==> config.mk <==
export PLATFORM = sky130hd
export DESIGN_NAME = device_record_table_top
export DESIGN_NICKNAME = d
export VERILOG_FILES = /design/src/rtl/drt_pkg.sv /design/src/rtl/drt_ram.sv /design/src/rtl/drt_scan.sv /design/src/rtl/device_record_table_top.sv
export SDC_FILE = /design/constraint.sdc
export NUM_CORES = 2
export LEC_CHECK = 0
export BUFFER_PORTS_ARGS = -buffer_cell sky130_fd_sc_hd__buf_4
export CORE_MARGIN = 2
export CORE_UTILIZATION = 60
export DETAILED_ROUTE_END_ITERATION = 8
export HOLD_SLACK_MARGIN = 0.12
export PLACE_DENSITY = 0.74
export SETUP_SLACK_MARGIN = 0.05
export SYNTH_ARGS = -nofsm -noshare
export SYNTH_HDL_FRONTEND = slang
export SYNTH_HIERARCHICAL = 1
export SYNTH_SLANG_ARGS = --single-unit
export TNS_END_PERCENT = 1
==> constraint.sdc <==
create_clock -name clock -period 11 [get_ports clock]
set_input_delay 2.2 -clock clock [delete_from_list [all_inputs] [get_ports clock]]
set_output_delay 2.2 -clock clock [all_outputs]
set_load 0.03 [all_outputs]
==> src/rtl/drt_pkg.sv <==
// ---------------------------------------------------------------------------
// drt_pkg
// Shared types and constants for the device record table.
// ---------------------------------------------------------------------------
package drt_pkg;

   localparam int TABLE_ENTRIES = 16;
   localparam int SLOT_W = (TABLE_ENTRIES > 1) ? $clog2(TABLE_ENTRIES) : 1;
   localparam int CNT_W = $clog2(TABLE_ENTRIES + 1);
   localparam int ADDR_W = 48;
   localparam int AGE_W = 32;

   localparam logic [1:0] OP_ADD    = 2'd0;
   localparam logic [1:0] OP_LOOKUP = 2'd1;
   localparam logic [1:0] OP_DELETE = 2'd2;
   localparam logic [1:0] OP_SETBOND = 2'd3;

   localparam logic [1:0] ST_OK      = 2'd0;
   localparam logic [1:0] ST_REFUSED = 2'd1;
   localparam logic [1:0] ST_UNKNOWN = 2'd2;

   localparam logic [1:0] BOND_UNKNOWN = 2'd0;
   localparam logic [1:0] BOND_BAD     = 2'd3;

   localparam logic [7:0] KEY_AUTH_A = 8'd5;
   localparam logic [7:0] KEY_AUTH_B = 8'd8;
   localparam logic [4:0] PIN_AUTH_MIN = 5'd16;

   typedef struct packed {
      logic [1:0]        operation;
      logic [ADDR_W-1:0] peer_address;
      logic              has_link_key;
      logic [7:0]        link_key_kind;
      logic [4:0]        pin_digits;
      logic              link_active;
      logic [1:0]        new_bond_type;
   } req_type;

   typedef struct packed {
      logic [1:0]        status;
      logic              was_found;
      logic [3:0]        slot_index;
      logic              did_evict;
      logic [ADDR_W-1:0] evicted_address;
      logic              is_paired;
      logic              is_authenticated;
      logic [1:0]        bond_kind;
   } rsp_type;

   // one stored record (valid kept in flops elsewhere)
   typedef struct packed {
      logic [ADDR_W-1:0] address;
      logic [AGE_W-1:0]  age;
      logic              paired;
      logic              authenticated;
      logic [7:0]        stored_key;
      logic [1:0]        bond;
   } rec_type;

   localparam int REC_W = $bits(rec_type);

endpackage

==> src/rtl/drt_ram.sv <==
// ---------------------------------------------------------------------------
// drt_ram
// Generic single-port-write, single-read RAM with registered read data.
// ---------------------------------------------------------------------------
module drt_ram #(
   parameter int WIDTH = 8,
   parameter int DEPTH = 16
) (
   input  logic                     clock,
   input  logic                     wr_en,
   input  logic [$clog2(DEPTH)-1:0] wr_addr,
   input  logic [WIDTH-1:0]         wr_data,
   input  logic [$clog2(DEPTH)-1:0] rd_addr,
   output logic [WIDTH-1:0]         rd_data
);

   logic [WIDTH-1:0] mem_ff [DEPTH];

   always_ff @(posedge clock) begin
      if (wr_en) begin
         mem_ff[wr_addr] <= wr_data;
      end
      rd_data <= mem_ff[rd_addr];
   end

endmodule

==> src/rtl/drt_scan.sv <==
// ---------------------------------------------------------------------------
// drt_scan
// Sequencer: scans the record RAM one slot a cycle for a match, a free slot
// and the oldest victims, then writes back on add, lookup or a set-bond hit.
// ---------------------------------------------------------------------------
module drt_scan import drt_pkg::*; (
   input  logic                     clock,
   input  logic                     reset,
   input  logic                     start,
   input  req_type                  req,
   output logic                     busy,
   output logic                     done,
   output rsp_type                  rsp,
   output logic                     ram_we,
   output logic [SLOT_W-1:0]        ram_waddr,
   output rec_type                  ram_wdata,
   output logic [SLOT_W-1:0]        ram_raddr,
   input  rec_type                  ram_rdata
);

   typedef enum logic [4:0] {
      S_IDLE  = 5'b00001,
      S_SCAN  = 5'b00010,
      S_FETCH = 5'b00100,
      S_WAIT  = 5'b01000,
      S_WRITE = 5'b10000
   } state_type;

   state_type         state_ff, state_in;
   req_type           req_ff;
   logic [CNT_W-1:0]  rd_cnt_ff, rd_cnt_in;   // addresses issued
   logic [CNT_W-1:0]  chk_cnt_ff, chk_cnt_in; // records checked
   logic [TABLE_ENTRIES-1:0] valid_ff, valid_in;
   logic [AGE_W-1:0]  age_ctr_ff, age_ctr_in;
   logic              hit_ff, hit_in;
   logic [SLOT_W-1:0] hit_ff_idx, hit_idx_in;
   logic              free_ff, free_in;
   logic [SLOT_W-1:0] free_idx_ff, free_idx_in;
   logic              vu_ff, vu_in, vp_ff, vp_in;
   logic [SLOT_W-1:0] vu_idx_ff, vu_idx_in, vp_idx_ff, vp_idx_in;
   logic [AGE_W-1:0]  vu_age_ff, vu_age_in, vp_age_ff, vp_age_in;
   rsp_type           rsp_in;
   logic [SLOT_W-1:0] chk_idx;
   logic [SLOT_W-1:0] tgt;
   logic              alloc;
   rec_type           rec;
   logic              we;
   logic [SLOT_W-1:0] raddr;

   assign chk_idx = chk_cnt_ff[SLOT_W-1:0];
   assign busy    = (state_ff != S_IDLE);

   always_comb begin
      state_in    = state_ff;
      rd_cnt_in   = rd_cnt_ff;
      chk_cnt_in  = chk_cnt_ff;
      valid_in    = valid_ff;
      age_ctr_in  = age_ctr_ff;
      hit_in      = hit_ff;
      hit_idx_in  = hit_ff_idx;
      free_in     = free_ff;
      free_idx_in = free_idx_ff;
      vu_in = vu_ff; vu_idx_in = vu_idx_ff; vu_age_in = vu_age_ff;
      vp_in = vp_ff; vp_idx_in = vp_idx_ff; vp_age_in = vp_age_ff;
      rsp_in = rsp;
      we     = 1'b0;
      rec    = ram_rdata;
      raddr  = rd_cnt_ff[SLOT_W-1:0];
      tgt    = hit_ff_idx;
      alloc  = 1'b0;
      done   = 1'b0;
      case (state_ff)
         S_IDLE: begin
            raddr = '0;
            if (start) begin
               state_in   = S_SCAN;
               rd_cnt_in  = CNT_W'(1);
               chk_cnt_in = '0;
               hit_in = 1'b0; free_in = 1'b0; vu_in = 1'b0; vp_in = 1'b0;
            end
         end
         S_SCAN: begin
            // ram_rdata holds slot chk_idx
            if (!hit_ff) begin
               if (valid_ff[chk_idx]) begin
                  if (ram_rdata.address == req_ff.peer_address) begin
                     hit_in = 1'b1; hit_idx_in = chk_idx;
                  end
                  if (ram_rdata.paired) begin
                     if (!vp_ff || ram_rdata.age < vp_age_ff) begin
                        vp_in = 1'b1; vp_idx_in = chk_idx; vp_age_in = ram_rdata.age;
                     end
                  end else if (!vu_ff || ram_rdata.age < vu_age_ff) begin
                     vu_in = 1'b1; vu_idx_in = chk_idx; vu_age_in = ram_rdata.age;
                  end
               end else if (!free_ff) begin
                  free_in = 1'b1; free_idx_in = chk_idx;
               end
            end
            chk_cnt_in = chk_cnt_ff + CNT_W'(1);
            if (rd_cnt_ff != CNT_W'(TABLE_ENTRIES)) begin
               rd_cnt_in = rd_cnt_ff + CNT_W'(1);
            end
            if (chk_cnt_ff == CNT_W'(TABLE_ENTRIES - 1)) begin
               state_in = S_FETCH;
            end
         end
         S_FETCH: begin
            if (hit_ff) tgt = hit_ff_idx;
            else if (free_ff) tgt = free_idx_ff;
            else if (vu_ff) tgt = vu_idx_ff;
            else tgt = vp_idx_ff;
            raddr = tgt;
            hit_idx_in = tgt;
            state_in = S_WAIT;
         end
         S_WAIT: begin
            // keep the target record on the read port
            raddr = hit_ff_idx;
            state_in = S_WRITE;
         end
         S_WRITE: begin
            tgt   = hit_ff_idx;
            alloc = !hit_ff;
            rsp_in = '0;
            state_in = S_IDLE;
            done = 1'b1;
            case (req_ff.operation)
               OP_ADD, OP_LOOKUP: begin
                  if (alloc) begin
                     rec.address = req_ff.peer_address;
                     rec.age = age_ctr_ff;
                     rec.paired = 1'b0;
                     rec.authenticated = 1'b0;
                     rec.stored_key = '0;
                     rec.bond = BOND_UNKNOWN;
                     age_ctr_in = age_ctr_ff + AGE_W'(1);
                     rsp_in.did_evict = !free_ff;
                     rsp_in.evicted_address = free_ff ? '0 : ram_rdata.address;
                  end else if (req_ff.operation == OP_ADD) begin
                     rec.age = age_ctr_ff;
                     rec.bond = BOND_UNKNOWN;
                     age_ctr_in = age_ctr_ff + AGE_W'(1);
                  end
                  if (req_ff.operation == OP_ADD && req_ff.has_link_key) begin
                     rec.paired = 1'b1;
                     rec.stored_key = req_ff.link_key_kind;
                     if (req_ff.pin_digits >= PIN_AUTH_MIN ||
                         req_ff.link_key_kind == KEY_AUTH_A ||
                         req_ff.link_key_kind == KEY_AUTH_B) begin
                        rec.authenticated = 1'b1;
                     end
                  end
                  we = 1'b1;
                  valid_in[tgt] = 1'b1;
                  rsp_in.was_found = hit_ff;
                  rsp_in.slot_index = 4'(tgt);
                  rsp_in.is_paired = rec.paired;
                  rsp_in.is_authenticated = rec.authenticated;
                  rsp_in.bond_kind = rec.bond;
               end
               OP_DELETE: begin
                  if (req_ff.link_active) begin
                     rsp_in.status = ST_REFUSED;
                  end else if (hit_ff) begin
                     valid_in[tgt] = 1'b0;
                     rsp_in.was_found = 1'b1;
                     rsp_in.slot_index = 4'(tgt);
                  end
               end
               default: begin
                  if (!hit_ff) begin
                     rsp_in.status = ST_UNKNOWN;
                  end else begin
                     rec.bond = (req_ff.new_bond_type == BOND_BAD) ? BOND_UNKNOWN
                                                                  : req_ff.new_bond_type;
                     we = 1'b1;
                     rsp_in.was_found = 1'b1;
                     rsp_in.slot_index = 4'(tgt);
                     rsp_in.is_paired = rec.paired;
                     rsp_in.is_authenticated = rec.authenticated;
                     rsp_in.bond_kind = rec.bond;
                  end
               end
            endcase
         end
         default: state_in = S_IDLE;
      endcase
   end

   assign ram_we    = we;
   assign ram_waddr = tgt;
   assign ram_wdata = rec;
   assign ram_raddr = raddr;

   always_ff @(posedge clock) begin
      if (reset) begin
         state_ff   <= S_IDLE;
         valid_ff   <= '0;
         age_ctr_ff <= '0;
      end else begin
         state_ff   <= state_in;
         valid_ff   <= valid_in;
         age_ctr_ff <= age_ctr_in;
      end
      if (start && state_ff == S_IDLE) req_ff <= req;
      rd_cnt_ff  <= rd_cnt_in;
      chk_cnt_ff <= chk_cnt_in;
      hit_ff <= hit_in; hit_ff_idx <= hit_idx_in;
      free_ff <= free_in; free_idx_ff <= free_idx_in;
      vu_ff <= vu_in; vu_idx_ff <= vu_idx_in; vu_age_ff <= vu_age_in;
      vp_ff <= vp_in; vp_idx_ff <= vp_idx_in; vp_age_ff <= vp_age_in;
      rsp <= rsp_in;
   end

   a_done_from_write: assert property (@(posedge clock) disable iff (reset)
      done |-> state_ff == S_WRITE) else $error("done outside write");
   a_write_only_in_write: assert property (@(posedge clock) disable iff (reset)
      ram_we |-> state_ff == S_WRITE) else $error("stray ram write");
   a_write_hits_or_allocs: assert property (@(posedge clock) disable iff (reset)
      (ram_we && req_ff.operation == OP_SETBOND) |-> hit_ff)
      else $error("bond write to unknown slot");

endmodule

==> src/rtl/device_record_table_top.sv <==
// ---------------------------------------------------------------------------
// device_record_table_top
// Peer device record table keyed by a 48-bit address.
// ---------------------------------------------------------------------------
// Each request runs from accept to response beat as follows: the single-read
// record RAM is scanned one slot a cycle for a match, the lowest free slot and
// the oldest victims, then the target record is read again and, for add,
// lookup and a set-bond hit, written back, and the response takes two more
// register stages. One request is in flight at a time; the next request is
// taken once the output register is empty or its beat is being taken, so a
// stalled receiver stalls the input.
// No clearing pass: slot valid bits are flops cleared by reset.
module device_record_table_top import drt_pkg::*; (
   input  logic    clock,
   input  logic    reset,
   input  logic    req_valid,
   output logic    req_stall,
   input  req_type req_data,
   output logic    rsp_valid,
   input  logic    rsp_stall,
   output rsp_type rsp_data
);

   logic    busy, done, start;
   rsp_type rsp;
   logic    we;
   logic [SLOT_W-1:0] waddr, raddr;
   rec_type wdata, rdata;
   logic    rsp_valid_ff;
   rsp_type rsp_data_ff;
   logic    done_ff;

   // hold off while busy or while a result beat is on its way or still waits
   assign req_stall = busy || done_ff || (rsp_valid_ff && rsp_stall);
   assign start     = req_valid && !req_stall;

   drt_scan u_scan (
      .clock(clock), .reset(reset), .start(start), .req(req_data),
      .busy(busy), .done(done), .rsp(rsp),
      .ram_we(we), .ram_waddr(waddr), .ram_wdata(wdata),
      .ram_raddr(raddr), .ram_rdata(rdata)
   );

   drt_ram #(.WIDTH(REC_W), .DEPTH(TABLE_ENTRIES)) u_ram (
      .clock(clock), .wr_en(we), .wr_addr(waddr), .wr_data(wdata),
      .rd_addr(raddr), .rd_data(rdata)
   );

   // rsp from scan is registered at done, so the output register captures it under done_ff
   always_ff @(posedge clock) begin
      if (reset) begin
         done_ff      <= 1'b0;
         rsp_valid_ff <= 1'b0;
      end else begin
         done_ff <= done;
         if (done_ff) rsp_valid_ff <= 1'b1;
         else if (!rsp_stall) rsp_valid_ff <= 1'b0;
      end
      if (done_ff) rsp_data_ff <= rsp;
   end

   assign rsp_valid = rsp_valid_ff;
   assign rsp_data  = rsp_data_ff;

endmodule

==> impl_metrics.py <==
metrics = {
    "layout": {
        "drive_above_1_share": 0.250,
        "antenna_cells": 0,
        "nFillCells": 6728,
        "area_delta_synth_final_pct": 12.6,
        "layoutNonFillerInstCount": 5145,
        "nNetsFinal": 3647,
    },
    "floorplan": {
        "rows": 122,
        "dieArea_um2": 114000,
        "initial_utilization": 0.606,
        "die_x_um": 338,
        "die_height_um": 338,
        "core-area_um2": 111000,
        "ios": 133,
    },
    "clocking": {
        "cts_buffers": 170,
        "cts_buffer_depth": 3,
        "cts_tree": "yes",
        "clkSinkCount": 1760,
        "ctsResizeCount": 0,
        "clk_pin_slew_ns": 0.06,
        "cts_root_buffer": "clkbuf_16",
        "cts_hold_buf": 0,
        "clkLatencyLatePin_ns": 0.79,
        "htree_levels": 4,
        "cts_setup_buffers": 0,
    },
    "place": {
        "dp_cells": 4825,
        "hpwl_mm": 79.1,
        "io_buffers": 128,
        "gp_congestion": 0.854,
    },
    "critical_path": {
        "critPathArrivalTime_ns": 5.67,
        "worstSetupEndpointType": "register",
        "crit_type": "register to register",
        "path_cells": "or3_1, nor3b_1, a221o_4, buf_4, buf_4, mux4_2, a22oi_1, nand2_1",
        "critPathTopFamily": "buffers and inverters",
        "crit_path_top_delay_cell": "buf_4",
        "critPathBufInv": 2,
        "worstPathMaxFanout": 56,
        "reg2reg_depth": 8,
        "crit_required_ns": 11.66,
        "critPathLaunchType": "register",
        "crit_cells": 8,
        "worst_path_most_repeated_cell": "buf_4",
        "cpPeakStageDelay_ns": 0.97,
    },
    "global_routing": {
        "grt_pass1_wl_mm": 224,
        "overflow": 0,
        "use_met1": 0.377,
        "grt-busiest-layer": "met2",
        "grt_usage": 0.269,
        "grt_pass1_vias": 34240,
        "met2_usage": 0.434,
        "grt_max_degree": 193,
        "grtUsageMet3": 0.0481,
        "antenna_found_initial": 1,
    },
    "status": {
        "status": "finished clean",
    },
    "pwr": {
        "ir_worst_vdd_mv": 0.183,
        "p_per_area_nw_per_um2": 231,
        "leakage_nw": 24.5,
    },
    "sta": {
        "skew_ns": 0.0313,
        "post-route-period-util": 0.456,
        "hold_violations": 0,
        "setup_viol": 0,
        "maxSlewViolCount": 0,
        "rsz0062_at_grt": "no",
        "tightest_slew_ns": 1.23,
        "layout_min_cycle_time_ns": 5.01,
        "tns_ns": 0,
        "maxSlewHeadroom": 0.178,
        "fmaxAchievable_mhz": 200,
    },
    "hold_path": {
        "hp-class": "register to register",
        "worstHoldPathCells": 0,
    },
    "drt": {
        "dr.pass1.iters": 6,
        "via_per_inst": 6.45,
        "wl_per_cell_um": 29.6,
        "num_vias": 33206,
        "wl_mm": 153,
        "drtIter0Drc": 3924,
        "drc": 0,
        "ant_nets": 0,
    },
    "run": {
        "max_cap_viol_count": 0,
    },
    "synth": {
        "synth_fp_nets": 3440,
        "synthesis.area_um2": 67000,
        "netlist_instances": 3302,
        "ys_warn_count": 6,
        "syn_area_per_cell_um2": 20.3,
    },
}
[per-stage QoR]
| stage | hold WS [ns] | worst slack [ns] | total power [mW] | utilization | cell area, um2 |
|---|---|---|---|---|---|
| 2_1_floorplan | 0.400 | 2.86 | 10.8 | - | 67000 |
| 3_3_place_gp | 0.402 | 5.97 | 11.5 | 0.631 | 69800 |
| 3_5_place_dp | 0.405 | 5.87 | 11.7 | 0.631 | 69800 |
| 4_1_cts | 0.408 | 5.86 | 17.5 | 0.682 | 75400 |
| 5_1_grt | 0.421 | 5.46 | 18.0 | 0.682 | 75400 |
| 6_report | 0.411 | 5.99 | 17.4 | 0.682 | 75400 |
[sequential cells by signal, summed over array words and instances, names as in the netlist, named ones only]
| register | cells |
|---|---|
| done_ff | 1 |
| rsp_data | 60 |
| rsp_valid | 1 |
| u_ram/mem_ff | 1344 |
| u_ram/rd_data | 84 |
| u_scan/age_ctr_ff | 32 |
| u_scan/chk_cnt_ff | 5 |
| u_scan/free_ff | 1 |
| u_scan/free_idx_ff | 4 |
| u_scan/hit_ff | 1 |
| u_scan/hit_ff_idx | 4 |
| u_scan/rd_cnt_ff | 5 |
| u_scan/req_ff | 63 |
| u_scan/rsp | 60 |
| u_scan/state_ff | 5 |
| u_scan/vp_age_ff | 32 |
| u_scan/vp_ff | 1 |
| u_scan/vp_idx_ff | 4 |
| u_scan/vu_age_ff | 32 |
| u_scan/vu_ff | 1 |
| u_scan/vu_idx_ff | 4 |
[cells in the final DEF (no fill, tap or decap), types with 5 or more instances in the layout]
| cell | n |
|---|---|
| mux2_2 | 72 |
| a311oi_1 | 7 |
| and3_1 | 11 |
| o21ai_0 | 39 |
| mux2_4 | 9 |
| nand3b_1 | 9 |
| nand4_1 | 32 |
| buf_4 | 192 |
| nor3_2 | 7 |
| xnor2_1 | 55 |
| bufinv_16 | 14 |
| clkinv_2 | 31 |
| ha_1 | 67 |
| or3_1 | 18 |
| inv_1 | 72 |
| a21oi_1 | 57 |
| clkinv_1 | 17 |
| nor3_1 | 13 |
| nand2_1 | 128 |
| clkbuf_1 | 39 |
| edfxtp_1 | 1621 |
| nor2_1 | 57 |
| clkbuf_16 | 172 |
| a22oi_1 | 169 |
| a21o_1 | 19 |
| nand2b_1 | 15 |
| clkinv_4 | 5 |
| nor2_4 | 13 |
| mux4_2 | 341 |
| clkbuf_8 | 19 |
| clkinvlp_4 | 11 |
| xor2_1 | 14 |
| nand3_1 | 25 |
| mux2i_1 | 13 |
| dfxtp_1 | 138 |
| inv_6 | 8 |
| and2_1 | 57 |
| nor4_1 | 7 |
| nor2b_1 | 10 |
[layout make-up]
type / count / area [um2] / area share
inverter: 75 / 284 / 0.00376
timing repair buffer: 194 / 1480 / 0.0196
clock inverter: 90 / 948 / 0.0126
multi-input combinational: 1308 / 14700 / 0.195
sequential: 1760 / 51500 / 0.682
tap: 1488 / 1860 / 0.0247
clock buffer: 230 / 4710 / 0.0625
[power breakdown]
part,internal [mW],total [mW],leakage [nW],switching [mW]
combinational,1.17,2.98,5.93,1.81
sequential,8.34,8.62,15.8,0.275
clock,3.36,5.83,2.75,2.47
[worst reg2reg max path: cells and delay by family, from the launching register on]
| kind | cells | cell delay, ns |
|---|---|---|
| compound gates | 2 | 1.05 |
| buf+inv | 2 | 1.80 |
| flops | 1 | 0.36 |
| mux | 1 | 0.67 |
| simple gates | 3 | 1.01 |
[routing by layer]
| metal | vias up | share of wire | wire length, um |
|---|---|---|---|
| li1 | 13855 | - | - |
| met1 | 17322 | 0.39 | 59300 |
| met2 | 1750 | 0.49 | 74500 |
| met3 | 277 | 0.090 | 13800 |
| met4 | 2 | 0.032 | 4900 |
| met5 | - | 0.00010 | 16 |
[worst paths after layout]
check,start,slack (ns),end
max,u_scan/state_ff[4],5.99,u_ram/rd_data[69]
min,u_scan/rsp[16],0.41,rsp_data[16]
min reg2reg,u_scan/rsp[16],0.41,rsp_data[16]
max reg2reg,u_scan/state_ff[4],5.99,u_ram/rd_data[69]
(Power assumes the default switching activity.)
